## config.mk

```make
export PLATFORM = sky130hd
export DESIGN_NAME = spectrum_band_peak_meter_top_flat
export DESIGN_NICKNAME = d
export VERILOG_FILES = /design/src/design/sbpm_pkg.sv /design/src/design/sbpm_in_if.sv /design/src/design/sbpm_out_if.sv /design/src/design/sbpm_front.sv /design/src/design/sbpm_div.sv /design/src/design/sbpm_back.sv /design/src/design/spectrum_band_peak_meter_top.sv /design/src/flat_wrapper.sv
export SDC_FILE = /design/constraint.sdc
export NUM_CORES = 2
export LEC_CHECK = 0
export CAP_MARGIN = 5
export CELL_PAD_IN_SITES_DETAIL_PLACEMENT = 0
export CELL_PAD_IN_SITES_GLOBAL_PLACEMENT = 1
export CORE_MARGIN = 5
export CORE_UTILIZATION = 54
export DETAILED_ROUTE_END_ITERATION = 16
export DONT_BUFFER_PORTS = 1
export GPL_TIMING_DRIVEN = 0
export PLACE_DENSITY_LB_ADDON = 0.1
export SLEW_MARGIN = 15
export SYNTH_ARGS = -nofsm -noshare
export SYNTH_HDL_FRONTEND = slang
export SYNTH_SLANG_ARGS = --single-unit
```

## constraint.sdc

```tcl
create_clock -name i_clk -period 13.1 [get_ports i_clk]
set_clock_uncertainty 0.15 [all_clocks]
set_input_delay 2.62 -clock i_clk [delete_from_list [all_inputs] [get_ports i_clk]]
set_output_delay 2.62 -clock i_clk [all_outputs]
set_load 0.01 [all_outputs]
```

## src/design/sbpm_pkg.sv

```systemverilog
// Shared types and constants for the spectrum band peak meter.
`default_nettype none
package sbpm_pkg;

    localparam int MAG_W   = 24;
    localparam int MS_W    = 16;
    localparam int EDGE_W  = 10;
    localparam int BIDX_W  = 3;
    localparam int LVL_W   = 16;
    localparam int SUM_W   = 34;
    localparam int DECAY_W = 16;
    localparam int CFGI_W  = 2;
    localparam int CFGD_W  = 24;
    localparam int DIVN_W  = 40;
    localparam int DIVD_W  = 24;

    localparam logic [CFGI_W-1:0] CFG_DECAY_RATE = 2'd0;
    localparam logic [CFGI_W-1:0] CFG_MAX_LEVEL  = 2'd1;

    typedef enum logic [1:0] {
        OP_EDGE,
        OP_BIN,
        OP_BIN_LAST
    } t_op;

    typedef struct packed {
        t_op                op;
        logic [MAG_W-1:0]   magnitude;
        logic [MS_W-1:0]    frame_time_ms;
        logic [BIDX_W-1:0]  edge_index;
        logic [EDGE_W-1:0]  edge_value;
    } t_qitem;

    typedef enum logic [3:0] {
        S_IDLE,
        S_SEEK,
        S_PGO,
        S_PDIV,
        S_BAND,
        S_AVG,
        S_DECAY,
        S_LVLGO,
        S_LVL,
        S_OUT
    } t_state;

endpackage
`default_nettype wire

```

## src/design/sbpm_in_if.sv

```systemverilog
// Input channel: bins and band edge writes.
`default_nettype none
interface sbpm_in_if;
    import sbpm_pkg::*;
    logic                valid;
    logic                ready;
    logic                action;
    logic [MAG_W-1:0]    magnitude;
    logic                last_bin;
    logic [MS_W-1:0]     frame_time_ms;
    logic [BIDX_W-1:0]   edge_index;
    logic [EDGE_W-1:0]   edge_value;
    modport source (output valid, action, magnitude, last_bin, frame_time_ms,
                    edge_index, edge_value, input ready);
    modport sink (input valid, action, magnitude, last_bin, frame_time_ms,
                  edge_index, edge_value, output ready);
endinterface
`default_nettype wire

```

## src/design/sbpm_out_if.sv

```systemverilog
// Output channel: one level per band.
`default_nettype none
interface sbpm_out_if;
    import sbpm_pkg::*;
    logic                valid;
    logic                ready;
    logic [BIDX_W-1:0]   band_index;
    logic [LVL_W-1:0]    level;
    logic                last_band;
    modport source (output valid, band_index, level, last_band, input ready);
    modport sink (input valid, band_index, level, last_band, output ready);
endinterface
`default_nettype wire

```

## src/design/sbpm_front.sv

```systemverilog
// Front end: accept items, classify them and queue them for the back end.
`default_nettype none
module sbpm_front
    import sbpm_pkg::*;
#(
    parameter int BANDS = 8
) (
    input  wire logic    i_clk,
    input  wire logic    i_rst_n,
    sbpm_in_if.sink      i_in,
    output t_qitem       o_q,
    output logic         o_q_valid,
    input  wire logic    i_q_pop
);

    t_qitem     r_buf [2];
    logic       r_wr;
    logic       r_rd;
    logic [1:0] r_cnt;
    logic       acc;
    logic       push;
    logic       drop_edge;
    t_qitem     item;

    assign i_in.ready = (r_cnt != 2'd2);
    assign acc        = i_in.valid && i_in.ready;
    // drop edge writes to a band that does not exist
    assign drop_edge  = i_in.action && (32'(i_in.edge_index) >= BANDS);
    assign push       = acc && !drop_edge;

    always_comb begin
        item.op            = i_in.action ? OP_EDGE : (i_in.last_bin ? OP_BIN_LAST : OP_BIN);
        item.magnitude     = i_in.magnitude;
        item.frame_time_ms = i_in.frame_time_ms;
        item.edge_index    = i_in.edge_index;
        item.edge_value    = i_in.edge_value;
    end

    always_ff @(posedge i_clk) begin
        if (push) begin
            r_buf[r_wr] <= item;
        end
    end

    always_ff @(posedge i_clk) begin
        if (!i_rst_n) begin
            r_wr  <= 1'b0;
            r_rd  <= 1'b0;
            r_cnt <= 2'd0;
        end else begin
            if (push) r_wr <= ~r_wr;
            if (i_q_pop) r_rd <= ~r_rd;
            r_cnt <= r_cnt + 2'(push) - 2'(i_q_pop);
        end
    end

    assign o_q       = r_buf[r_rd];
    assign o_q_valid = (r_cnt != 2'd0);

endmodule
`default_nettype wire

```

## src/design/sbpm_div.sv

```systemverilog
// Shared restoring divider, one quotient bit per cycle.
`default_nettype none
module sbpm_div
    import sbpm_pkg::*;
(
    input  wire logic              i_clk,
    input  wire logic              i_rst_n,
    input  wire logic              i_start,
    input  wire logic [DIVN_W-1:0] i_dividend,
    input  wire logic [DIVD_W-1:0] i_divisor,
    output logic                   o_busy,
    output logic                   o_done,
    output logic [DIVN_W-1:0]      o_quot
);

    localparam int CNT_W = $clog2(DIVN_W + 1);

    logic [DIVN_W-1:0] r_q;
    logic [DIVD_W-1:0] r_rem;
    logic [DIVD_W-1:0] r_d;
    logic [CNT_W-1:0]  r_cnt;
    logic              r_done;
    logic [DIVD_W:0]   trial;
    logic              ge;

    assign trial = {r_rem, r_q[DIVN_W-1]};
    assign ge    = trial >= {1'b0, r_d};

    always_ff @(posedge i_clk) begin
        if (i_start) begin
            r_q   <= i_dividend;
            r_rem <= '0;
            r_d   <= i_divisor;
        end else if (r_cnt != '0) begin
            r_rem <= ge ? DIVD_W'(trial - {1'b0, r_d}) : trial[DIVD_W-1:0];
            r_q   <= {r_q[DIVN_W-2:0], ge};
        end
    end

    always_ff @(posedge i_clk) begin
        if (!i_rst_n) begin
            r_cnt  <= '0;
            r_done <= 1'b0;
        end else begin
            r_done <= (r_cnt == CNT_W'(1));
            if (i_start) r_cnt <= CNT_W'(DIVN_W);
            else if (r_cnt != '0) r_cnt <= r_cnt - CNT_W'(1);
        end
    end

    assign o_busy = (r_cnt != '0);
    assign o_done = r_done;
    assign o_quot = r_q;

endmodule
`default_nettype wire

```

## src/design/sbpm_back.sv

```systemverilog
// Back end: band sums, frame-end averaging, peak hold, decay and level.
`default_nettype none
module sbpm_back
    import sbpm_pkg::*;
#(
    parameter int BANDS    = 8,
    parameter int MAX_BINS = 1024
) (
    input  wire logic              i_clk,
    input  wire logic              i_rst_n,
    input  t_qitem                 i_q,
    input  wire logic              i_q_valid,
    output logic                   o_q_pop,
    input  wire logic              i_cfg_we,
    input  wire logic [CFGI_W-1:0] i_cfg_idx,
    input  wire logic [CFGD_W-1:0] i_cfg_data,
    sbpm_out_if.source             o_out
);

    localparam int PW = $clog2(BANDS + 1);
    localparam int IW = (BANDS > 1) ? $clog2(BANDS) : 1;
    localparam int CW = $clog2(MAX_BINS + 1);
    localparam int XW = (CW > EDGE_W) ? CW : EDGE_W;
    localparam logic [PW-1:0] PTR_END  = PW'(BANDS);
    localparam logic [PW-1:0] PTR_LAST = PW'(BANDS - 1);
    localparam logic [CW-1:0] CNT_MAX  = CW'(MAX_BINS);
    localparam logic [SUM_W-1:0] SUM_MAX = '1;
    localparam logic [MAG_W-1:0] MAG_MAX = '1;
    // decay*ms*256/1000 reaches 65536 from decay*ms = 256000 upwards
    localparam logic [31:0] DMS_SAT   = 32'd256000;
    // ceil(2^30 / 125): exact floor(n / 125) for n below 2^23
    localparam logic [23:0] RECIP_125 = 24'd8589935;

    t_state r_state, n_state;

    logic [EDGE_W-1:0]  r_edges [BANDS];
    logic [SUM_W-1:0]   r_sums  [BANDS];
    logic [MAG_W-1:0]   r_peaks [BANDS];
    logic [DECAY_W-1:0] r_decay;
    logic [MAG_W-1:0]   r_maxl;
    logic [CW-1:0]      r_cnt;
    logic [CW-1:0]      r_b;
    logic [PW-1:0]      r_ptr;
    logic [MAG_W-1:0]   r_mag;
    logic               r_last;
    logic [MS_W-1:0]    r_ms;
    logic [31:0]        r_dms;
    logic [16:0]        r_f;
    logic [EDGE_W-1:0]  r_start;
    logic [MAG_W-1:0]   r_avg;
    logic [MAG_W-1:0]   r_peak;
    logic [LVL_W-1:0]   r_lvl;
    logic               r_ov;
    logic [BIDX_W-1:0]  r_obi;
    logic [LVL_W-1:0]   r_olvl;
    logic               r_olast;

    logic [IW-1:0]      idx;
    logic               ptr_in;
    logic [EDGE_W-1:0]  e_cur;
    logic               seek_step;
    logic [EDGE_W-1:0]  span;
    logic               div_start;
    logic [DIVN_W-1:0]  div_n;
    logic [DIVD_W-1:0]  div_d;
    logic               div_busy;
    logic               div_done;
    logic [DIVN_W-1:0]  div_q;
    logic               out_load;
    logic               out_free;
    logic [SUM_W:0]     sum_add;
    logic [MAG_W-1:0]   peak_max;
    logic [40:0]        peak_mul;
    logic [31:0]        dms;
    logic [22:0]        p_num;
    logic [46:0]        p_mul;
    logic [16:0]        p_val;

    assign idx      = r_ptr[IW-1:0];
    assign ptr_in   = r_ptr < PTR_END;
    assign e_cur    = r_edges[idx];
    assign seek_step = ptr_in && (XW'(e_cur) <= XW'(r_b));
    assign span     = (e_cur > r_start) ? EDGE_W'(e_cur - r_start) : '0;
    assign out_free = !r_ov || o_out.ready;
    assign sum_add  = {1'b0, r_sums[idx]} + (SUM_W + 1)'(r_mag);
    assign peak_max = (r_avg > r_peaks[idx]) ? r_avg : r_peaks[idx];
    assign peak_mul = 41'(peak_max) * 41'(r_f);
    assign dms      = 32'(r_decay) * 32'(r_ms);
    // decay*ms*256/1000 = decay*ms*32/125, only needed below the saturation point
    assign p_num    = {r_dms[17:0], 5'd0};
    assign p_mul    = 47'(p_num) * 47'(RECIP_125);
    assign p_val    = p_mul[46:30];

    sbpm_div u_div (
        .i_clk      (i_clk),
        .i_rst_n    (i_rst_n),
        .i_start    (div_start),
        .i_dividend (div_n),
        .i_divisor  (div_d),
        .o_busy     (div_busy),
        .o_done     (div_done),
        .o_quot     (div_q)
    );

    always_ff @(posedge i_clk) begin
        if (!i_rst_n) r_state <= S_IDLE;
        else          r_state <= n_state;
    end

    always_comb begin
        n_state   = r_state;
        o_q_pop   = 1'b0;
        div_start = 1'b0;
        div_n     = '0;
        div_d     = '0;
        out_load  = 1'b0;
        case (r_state)
            S_IDLE: begin
                if (i_q_valid) begin
                    o_q_pop = 1'b1;
                    if (i_q.op != OP_EDGE) begin
                        if (r_cnt < CNT_MAX && r_cnt != '0) n_state = S_SEEK;
                        else if (i_q.op == OP_BIN_LAST)     n_state = S_PGO;
                    end
                end
            end
            S_SEEK: begin
                if (!seek_step) n_state = r_last ? S_PGO : S_IDLE;
            end
            S_PGO: begin
                n_state = S_PDIV;
            end
            S_PDIV: begin
                n_state = S_BAND;
            end
            S_BAND: begin
                if (span != '0) begin
                    div_start = 1'b1;
                    div_n     = DIVN_W'(r_sums[idx]);
                    div_d     = DIVD_W'(span);
                    n_state   = S_AVG;
                end else begin
                    n_state = S_DECAY;
                end
            end
            S_AVG: begin
                if (div_done) n_state = S_DECAY;
            end
            S_DECAY: n_state = S_LVLGO;
            S_LVLGO: begin
                div_start = 1'b1;
                div_n     = DIVN_W'({r_peak, 14'd0});
                div_d     = (r_maxl == '0) ? DIVD_W'(1) : r_maxl;
                n_state   = S_LVL;
            end
            S_LVL: begin
                if (div_done) n_state = S_OUT;
            end
            S_OUT: begin
                if (out_free) begin
                    out_load = 1'b1;
                    n_state  = (r_ptr == PTR_LAST) ? S_IDLE : S_BAND;
                end
            end
            default: n_state = S_IDLE;
        endcase
    end

    always_ff @(posedge i_clk) begin
        if (i_cfg_we) begin
            case (i_cfg_idx)
                CFG_DECAY_RATE: r_decay <= i_cfg_data[DECAY_W-1:0];
                CFG_MAX_LEVEL:  r_maxl  <= i_cfg_data;
                default: ;
            endcase
        end
        if (!i_rst_n) begin
            r_decay <= DECAY_W'(256);
            r_maxl  <= MAG_W'(4096);
        end
    end

    always_ff @(posedge i_clk) begin
        if (r_state == S_IDLE && i_q_valid && i_q.op == OP_EDGE) begin
            r_edges[i_q.edge_index[IW-1:0]] <= i_q.edge_value;
        end
    end

    // per-item and per-band payload
    always_ff @(posedge i_clk) begin
        if (o_q_pop) begin
            r_mag  <= i_q.magnitude;
            r_last <= (i_q.op == OP_BIN_LAST);
            r_ms   <= i_q.frame_time_ms;
            r_b    <= r_cnt;
        end
        if (r_state == S_PGO) begin
            r_dms <= dms;
        end
        if (r_state == S_PDIV) begin
            r_f <= (r_dms >= DMS_SAT) ? 17'd0 : 17'h10000 - p_val;
        end
        if (r_state == S_BAND) begin
            r_avg <= '0;
            if (e_cur > r_start) r_start <= e_cur;
        end else if (r_state == S_PDIV) begin
            r_start <= EDGE_W'(1);
        end
        if (r_state == S_AVG && div_done) begin
            r_avg <= (div_q > DIVN_W'(MAG_MAX)) ? MAG_MAX : div_q[MAG_W-1:0];
        end
        if (r_state == S_DECAY) begin
            r_peak <= peak_mul[MAG_W+15:16];
        end
        if (r_state == S_LVL && div_done) begin
            r_lvl <= (div_q > DIVN_W'(16'hFFFF)) ? 16'hFFFF : div_q[LVL_W-1:0];
        end
        if (out_load) begin
            r_obi   <= BIDX_W'(r_ptr);
            r_olvl  <= r_lvl;
            r_olast <= (r_ptr == PTR_LAST);
        end
    end

    always_ff @(posedge i_clk) begin
        if (!i_rst_n) begin
            r_cnt <= '0;
            r_ptr <= '0;
            r_ov  <= 1'b0;
            for (int i = 0; i < BANDS; i++) begin
                r_sums[i]  <= '0;
                r_peaks[i] <= '0;
            end
        end else begin
            if (o_q_pop && i_q.op != OP_EDGE && r_cnt < CNT_MAX) begin
                r_cnt <= r_cnt + CW'(1);
            end
            if (r_state == S_SEEK) begin
                if (seek_step) begin
                    r_ptr <= r_ptr + PW'(1);
                end else if (ptr_in) begin
                    r_sums[idx] <= sum_add[SUM_W] ? SUM_MAX : sum_add[SUM_W-1:0];
                end
            end
            if (r_state == S_PDIV) r_ptr <= '0;
            if (r_state == S_DECAY) r_peaks[idx] <= peak_mul[MAG_W+15:16];
            if (out_load) begin
                r_sums[idx] <= '0;
                if (r_ptr == PTR_LAST) begin
                    r_ptr <= '0;
                    r_cnt <= '0;
                end else begin
                    r_ptr <= r_ptr + PW'(1);
                end
            end
            if (out_load)           r_ov <= 1'b1;
            else if (o_out.ready)   r_ov <= 1'b0;
        end
    end

    assign o_out.valid      = r_ov;
    assign o_out.band_index = r_obi;
    assign o_out.level      = r_olvl;
    assign o_out.last_band  = r_olast;

    a_ptr_range: assert property (@(posedge i_clk) disable iff (!i_rst_n)
        r_ptr <= PTR_END)
        else $error("band pointer beyond band count");
    a_div_free: assert property (@(posedge i_clk) disable iff (!i_rst_n)
        div_start |-> !div_busy)
        else $error("divider started while busy");
    a_out_src: assert property (@(posedge i_clk) disable iff (!i_rst_n)
        out_load |-> (r_state == S_OUT) && out_free)
        else $error("result loaded outside the output step");
    a_pop_idle: assert property (@(posedge i_clk) disable iff (!i_rst_n)
        o_q_pop |-> (r_state == S_IDLE) && i_q_valid)
        else $error("queue popped while busy");

endmodule
`default_nettype wire

```

## src/design/spectrum_band_peak_meter_top.sv

```systemverilog
// Top level of the spectrum band peak meter.
// Flow: an edge write is stored straight from the queue; a bin walks the band pointer
// past each band edge it passes. A last bin then computes the decay factor and, per band,
// runs up to two 40-bit divisions in the shared divider and waits out output stalls. A
// two-entry queue takes items while the back end works.
// Reset: synchronous active low; sums, peaks, counters clear at once, edges stay unset.
`default_nettype none
module spectrum_band_peak_meter_top
    import sbpm_pkg::*;
#(
    parameter int BANDS    = 8,
    parameter int MAX_BINS = 1024
) (
    input  wire logic              i_clk,
    input  wire logic              i_rst_n,
    sbpm_in_if.sink                i_in,
    sbpm_out_if.source             o_out,
    input  wire logic              i_cfg_we,
    input  wire logic [CFGI_W-1:0] i_cfg_idx,
    input  wire logic [CFGD_W-1:0] i_cfg_data
);

    t_qitem q;
    logic   q_valid;
    logic   q_pop;

    sbpm_front #(.BANDS(BANDS)) u_front (
        .i_clk     (i_clk),
        .i_rst_n   (i_rst_n),
        .i_in      (i_in),
        .o_q       (q),
        .o_q_valid (q_valid),
        .i_q_pop   (q_pop)
    );

    sbpm_back #(.BANDS(BANDS), .MAX_BINS(MAX_BINS)) u_back (
        .i_clk      (i_clk),
        .i_rst_n    (i_rst_n),
        .i_q        (q),
        .i_q_valid  (q_valid),
        .o_q_pop    (q_pop),
        .i_cfg_we   (i_cfg_we),
        .i_cfg_idx  (i_cfg_idx),
        .i_cfg_data (i_cfg_data),
        .o_out      (o_out)
    );

endmodule
`default_nettype wire
```

## src/flat_wrapper.sv

```systemverilog
// flat-port wrapper written by rule: the top's interface ports become plain ports
module spectrum_band_peak_meter_top_flat import sbpm_pkg::*;
#(
    parameter int BANDS    = 8,
    parameter int MAX_BINS = 1024
)
  (i_clk, i_rst_n, i_cfg_we, i_cfg_idx, i_cfg_data, i_in_valid, i_in_action, i_in_magnitude, i_in_last_bin, i_in_frame_time_ms, i_in_edge_index, i_in_edge_value, i_in_ready, o_out_valid, o_out_band_index, o_out_level, o_out_last_band, o_out_ready);
  sbpm_in_if i_in_i ();
  sbpm_out_if o_out_i ();
  input  wire logic i_clk;
  input  wire logic i_rst_n;
  input  wire logic i_cfg_we;
  input  wire logic [CFGI_W-1:0] i_cfg_idx;
  input  wire logic [CFGD_W-1:0] i_cfg_data;
  input wire logic [$bits(i_in_i.valid)-1:0] i_in_valid;
  input wire logic [$bits(i_in_i.action)-1:0] i_in_action;
  input wire logic [$bits(i_in_i.magnitude)-1:0] i_in_magnitude;
  input wire logic [$bits(i_in_i.last_bin)-1:0] i_in_last_bin;
  input wire logic [$bits(i_in_i.frame_time_ms)-1:0] i_in_frame_time_ms;
  input wire logic [$bits(i_in_i.edge_index)-1:0] i_in_edge_index;
  input wire logic [$bits(i_in_i.edge_value)-1:0] i_in_edge_value;
  output wire logic [$bits(i_in_i.ready)-1:0] i_in_ready;
  output wire logic [$bits(o_out_i.valid)-1:0] o_out_valid;
  output wire logic [$bits(o_out_i.band_index)-1:0] o_out_band_index;
  output wire logic [$bits(o_out_i.level)-1:0] o_out_level;
  output wire logic [$bits(o_out_i.last_band)-1:0] o_out_last_band;
  input wire logic [$bits(o_out_i.ready)-1:0] o_out_ready;
  assign i_in_i.valid = i_in_valid;
  assign i_in_i.action = i_in_action;
  assign i_in_i.magnitude = i_in_magnitude;
  assign i_in_i.last_bin = i_in_last_bin;
  assign i_in_i.frame_time_ms = i_in_frame_time_ms;
  assign i_in_i.edge_index = i_in_edge_index;
  assign i_in_i.edge_value = i_in_edge_value;
  assign i_in_ready = i_in_i.ready;
  assign o_out_valid = o_out_i.valid;
  assign o_out_band_index = o_out_i.band_index;
  assign o_out_level = o_out_i.level;
  assign o_out_last_band = o_out_i.last_band;
  assign o_out_i.ready = o_out_ready;
  spectrum_band_peak_meter_top #(.BANDS(BANDS), .MAX_BINS(MAX_BINS)) u_core (.i_clk(i_clk), .i_rst_n(i_rst_n), .i_in(i_in_i), .o_out(o_out_i), .i_cfg_we(i_cfg_we), .i_cfg_idx(i_cfg_idx), .i_cfg_data(i_cfg_data));
endmodule
```

---- Word level (Yosys, flattened, before mapping) ----
Memory sizes are Yosys's and may differ from the RTL's. A register that Yosys moved wholly into a read port is not among the register bits.
Index checks and enable logic that the tools add are counted.
word-level totals
  bits of input ports ..................... 86
  logic and storage cells ................. 193
  bits in registers ....................... 354
  RAM bits ................................ 654
  memories ................................ 4
  output and inout bits ................... 22
memory list
  memory                 words  bits a word  rd ports  clocked after Yosys merged registers in  wr ports  RTL line          RTL
  u_core.u_back.r_sums   8      34           1         1                                        8         sbpm_back.sv:37   logic [SUM_W-1:0] r_sums [BANDS];
  u_core.u_back.r_peaks  8      24           1         1                                        8         sbpm_back.sv:38   logic [MAG_W-1:0] r_peaks [BANDS];
  u_core.u_front.r_buf   2      55           1         1                                        1         sbpm_front.sv:16  t_qitem r_buf [2];
  u_core.u_back.r_edges  8      10           1         1                                        1         sbpm_back.sv:36   logic [EDGE_W-1:0] r_edges [BANDS];
operators by class
  muxes and demuxes ....................... 80
  $mul .................................... 3
  bitwise operators ....................... 4
  add/subtract/negate cells ............... 9
  reductions and logical operators ........ 34
  equal/unequal tests ..................... 22
  magnitude comparators ................... 9
operators with widths
  operator                                                         number
  2-to-1 mux 24 bit                                                7
  2-to-1 mux 34 bit                                                4
  2-to-1 mux 40 bit                                                2
  one-hot mux 38 bit (2 select lines)                              1
  2-to-1 mux 4 bit                                                 13
  2-to-1 mux 10 bit                                                5
  one-hot mux 24 bit (2 select lines)                              1
  multiplier 18 x 24 -> 42 bit, second input constant              1
  greater-than comparator 40 x 16 -> 1 bit, second input constant  1
  greater-than comparator 40 x 24 -> 1 bit, second input constant  1
  multiplier 24 x 17 -> 40 bit                                     1
  one-hot mux 4 bit (10 select lines)                              1
  adder 34 x 24 -> 35 bit                                          1
  OR reduction 34 bit                                              1
  2-to-1 mux 11 bit                                                3
  >= comparator 32 x 18 -> 1 bit, second input constant            1
  multiplier 16 x 16 -> 32 bit                                     1
  2-to-1 mux 1 bit                                                 27
  2-to-1 mux 3 bit                                                 9
  >= comparator 25 x 24 -> 1 bit                                   1
  greater-than comparator 24 bit                                   1
  logical NOT 24 bit                                               1
  OR reduction 24 bit                                              1
  subtractor 24 bit                                                1
  other kinds (39)                                                 75

---- Depth between registers and ports, before layout ----
  word-level depth ........................ 10
  gate-level depth with buffers ........... 44
  mapped depth without buffers ............ 36

---- Modules after synthesis ----
A second synthesis with hierarchy kept.
unflattened totals
  cell total of the unflattened synthesis .. 6,316
  area, all modules ....................... 71,909.0 µm²
modules (own cells, without submodules)
  module      area an instance (µm²)  sequential area each (µm²)  times used  cells an instance
  sbpm_back   62,361.1                23,452.5                    1           5,619
  sbpm_div    5,285.1                 2,542.4                     1           496
  sbpm_front  4,262.8                 3,403.3                     1           201

---- Worst setup path before layout ----
No wires, ideal clock.
  kind .................................... register -> register
  from .................................... reg with a tool-made name
  to ...................................... mem u_core.u_back.r_peaks[4][23] (data pin)
  library setup time ...................... 259 ps
  cell stages (with the launch flop) ...... 41
  data arrival time ....................... 9,940 ps
  buffers on the path ..................... 7
  path slack .............................. 2,750 ps
  data required time ...................... 12,691 ps
  clock period less this slack ............ 10,350 ps
  path through ............................ dfxtp_1 buf_4 buf_4 buf_4 buf_2 mux4_2 mux2i_1 ha_1 nor2b_1 o21a_1 o21ai_0 a21oi_1 a41oi_1 a21oi_1 o21ai_1 buf_2 nor2_1 a21oi_1 (+5 left out) inv_1 fa_1 fa_1 inv_1 fa_1 inv_1 ha_1 a21o_1 a21o_1 a21oi_1 a21boi_0 a311o_1 a41oi_4 o21a_1 buf_4 o211ai_1 xnor3_2 nor2_1
RTL lines
  item              RTL line
  end: declaration  sbpm_back.sv:38

==> out/qor.yml <==
run_status: "finished clean"
ys_seq_area_share_pct: 40.9
post-place-ws_ns: -1.11
netlist-cell-type-count: 97
cp.buffers_inverters: 11
start_util_pct: 54.1
synth_nets: 7513
cts_root_buffer: "clkbuf_16"
setup_violations: 0
antenna_found_initial: 4
io_pins: 108
post-route-min-period_ns: 12.46
nNetsFinal: 7646
worstSetupStartpointType: "flop"
syn_avg_cell_area_um2: 11.4
layoutNonFillerInstCount: 8308
via_per_inst: 5.72
critPathMaxStageDelay_ns: 0.56
place_inst: 8104
grt_pass1_wl_um: 297000
grtUsageTotal_pct: 27.7
clockBufferDepth: 3
cp_common_cell: "fa_1"
syn_inst: 6310
hpwl_um: 149000
rsz0062_at_grt: "no"
arrival_ns: 12.72
path_delay_family: "adder cells"
worstMarginPinSlew_ns: 1.18
yosysWarnings: 0
drv_cap: 0
worst_path_max_delay_cell: "fa_1"
ant_nets: 0
drt_iter0_drc: 3786
synthArstFlopShare_pct: 0
grt_max_degree: 53
wl_um: 192000
fillCellCount: 11000
holdCritPathClass: "reg2reg"
slew_violations: 0
worstPathRequired_ns: 13.35
fin_util_pct: 59.2
coreArea_mm2: 0.133
synth_edf_count: 913
fin_ws_ns: 0.639
ys_ff_latch: 1012
hold_viol: 0
max-slew-margin-rel_pct: 21.0
firstDrtPassIters: 6
grt_pass1_vias: 49400
grt_overflow: 0
tns_ns: 0
dieWidth_um: 375
finalCritPeriodShare_pct: 95.1
route.detailed.drc: 0
num_vias: 47500
fmax_mhz: 80.3
path_max_fanout: 10
ff2ff_setup_slack_ns: 0.64
cts.clk_slew.worst_paths_ns: 0.07
gp_congestion: 0.885
clk_latency_ns: 0.76
fp-row-count: 134
ys.flop_type: "edfxtp_1"
area_delta_synth_final_pct: 9.39
critPathKind: "reg2reg"
mappedNetlistArea_mm2: 0.0719
clock_sinks: 1012
wl_per_cell_um: 23.1
drive_gt1_share_pct: 8.95
die_h_um: 375
h-tree-depth: 3
portBuffers: 0
cts_tree: "yes"
numCtsBuffers: 104
end_kind: "flop"
die-area_mm2: 0.141
-- what timing repair did --
action	in CTS	in global routing
setup endpoints to repair	172	169
resized for setup	20	42
setup buffers	2	1
hold buffers	0	0
pin swaps	1	1
-- metrics by stage --
step | hold slack, ns | area, µm²
after detailed placement | 0.257 | 74800
final | 0.270 | 78700
after global placement | 0.256 | 74100
after floorplan | 0.250 | 71900
after global routing | 0.273 | 78700
after CTS | 0.267 | 78500
-- cells in the final DEF (no fill, tap or decap), types with 44 or more instances in the layout --
cell | netlist | routed
a21boi_0 | 52 | 52
a21o_1 | 71 | 71
a21oi_1 | 257 | 240
and2_1 | 286 | 286
clkbuf_1 | 230 | 226
clkbuf_16 | 0 | 104
dfxtp_1 | 99 | 99
edfxtp_1 | 913 | 913
fa_1 | 638 | 638
ha_1 | 479 | 479
inv_1 | 879 | 878
mux2_2 | 89 | 89
mux2i_1 | 50 | 50
mux4_2 | 136 | 136
nand2_1 | 640 | 631
nand2b_1 | 44 | 44
nand3_1 | 74 | 73
nor2_1 | 585 | 583
nor3_1 | 67 | 65
o21ai_0 | 79 | 70
xnor2_1 | 76 | 75
-- sequential cells by signal, indices dropped and copies added, names as in the netlist, 16 cells and up, named ones only --
signal,flops
u_core.u_back.r_maxl,24
u_core.u_back.r_peak,24
u_core.u_back.r_edges,80
u_core.u_back.u_div.r_d,24
u_core.u_back.r_ms,16
u_core.u_back.o_out.level,16
u_core.u_back.r_dms,32
u_core.u_back.r_lvl,16
u_core.u_back.r_avg,24
u_core.u_back.r_f,17
u_core.u_back.u_div.r_rem,24
u_core.u_front.r_buf,110
u_core.u_back.r_decay,16
u_core.u_back.u_div.o_quot,40
u_core.u_back.r_sums,272
u_core.u_back.r_mag,24
u_core.u_back.r_peaks,192
-- Yosys cell counts, types with 46 or more instances --
library cell | n | area share [%]
xnor2_1 | 76 | 0.93
a21boi_0 | 52 | 0.54
edfxtp_1 | 913 | 38
o21ai_0 | 79 | 0.55
dfxtp_1 | 99 | 2.8
nand3_1 | 74 | 0.51
and2_1 | 286 | 2.5
nand2_1 | 640 | 3.3
mux2_2 | 89 | 1.4
inv_1 | 879 | 4.6
a21o_1 | 71 | 0.74
nor2_1 | 585 | 3.1
mux2i_1 | 50 | 0.70
clkbuf_1 | 230 | 1.2
fa_1 | 638 | 18
xor2_1 | 46 | 0.56
ha_1 | 479 | 8.3
nor3_1 | 67 | 0.47
mux4_2 | 136 | 4.3
a21oi_1 | 257 | 1.8
-- logic make-up after synthesis --
| logic type | share of synthesized area (%) |
|---|---|
| and+or+nand+nor | 12.2 |
| buffers and inverters | 6.14 |
| adders and majority gates | 26.1 |
| DFF | 40.9 |
| AOI/OAI and AO/OA | 6.70 |
| muxes | 6.35 |
| xor gates and xnor gates | 1.63 |
-- routing by layer --
metal	part of all wire (%)	track usage [%]	wire length, µm	up-vias
li1	-	-	-	21600
met1	41	37.6	79400	24100
met2	49	46.5	93500	1557
met3	6.9	4.22	13200	317
met4	3.2	8.17	6220	2
met5	0.0068	0	13	-
-- worst reg2reg max path, delay by kind of cell, from the launching register on --
kind	cells	cell delay (ns)
buf+inv	11	2.96
simple gates	4	0.44
fa+ha+maj	8	3.68
flops	1	0.30
mux	2	0.79
xor+xnor	1	0.43
compound gates	12	3.39
-- path summary, 6_finish.rpt --
path / startpoint / endpoint / depth (start not counted)
max: flop / u_core.u_back.r_peak[22]$_DFFE_PN_ / 38
min: u_core.u_back.r_lvl[12]$_SDFFCE_PN1P_ / u_core.u_back.o_out.level[12]$_DFFE_PP_ / 0
max reg2reg: flop / u_core.u_back.r_peak[22]$_DFFE_PN_ / 38
min reg2reg: u_core.u_back.r_lvl[12]$_SDFFCE_PN1P_ / u_core.u_back.o_out.level[12]$_DFFE_PP_ / 0
-- cell type report --
cell class                 instances  area [µm²]  area share (%)
clock inverter                    78         991            1.26
timing repair buffer              29         495           0.630
multi-input combinational       4141       38500            48.9
antenna                            5        12.5          0.0159
inverter                         879        3300            4.20
sequential                      1012       29400            37.4
clock buffer                     120        2660            3.38
tap                             1768        2210            2.81
buffer                           276        1140            1.45
Power is not shown: default switching activity piles up to over one toggle a cycle in this logic, so the estimate is an artifact.
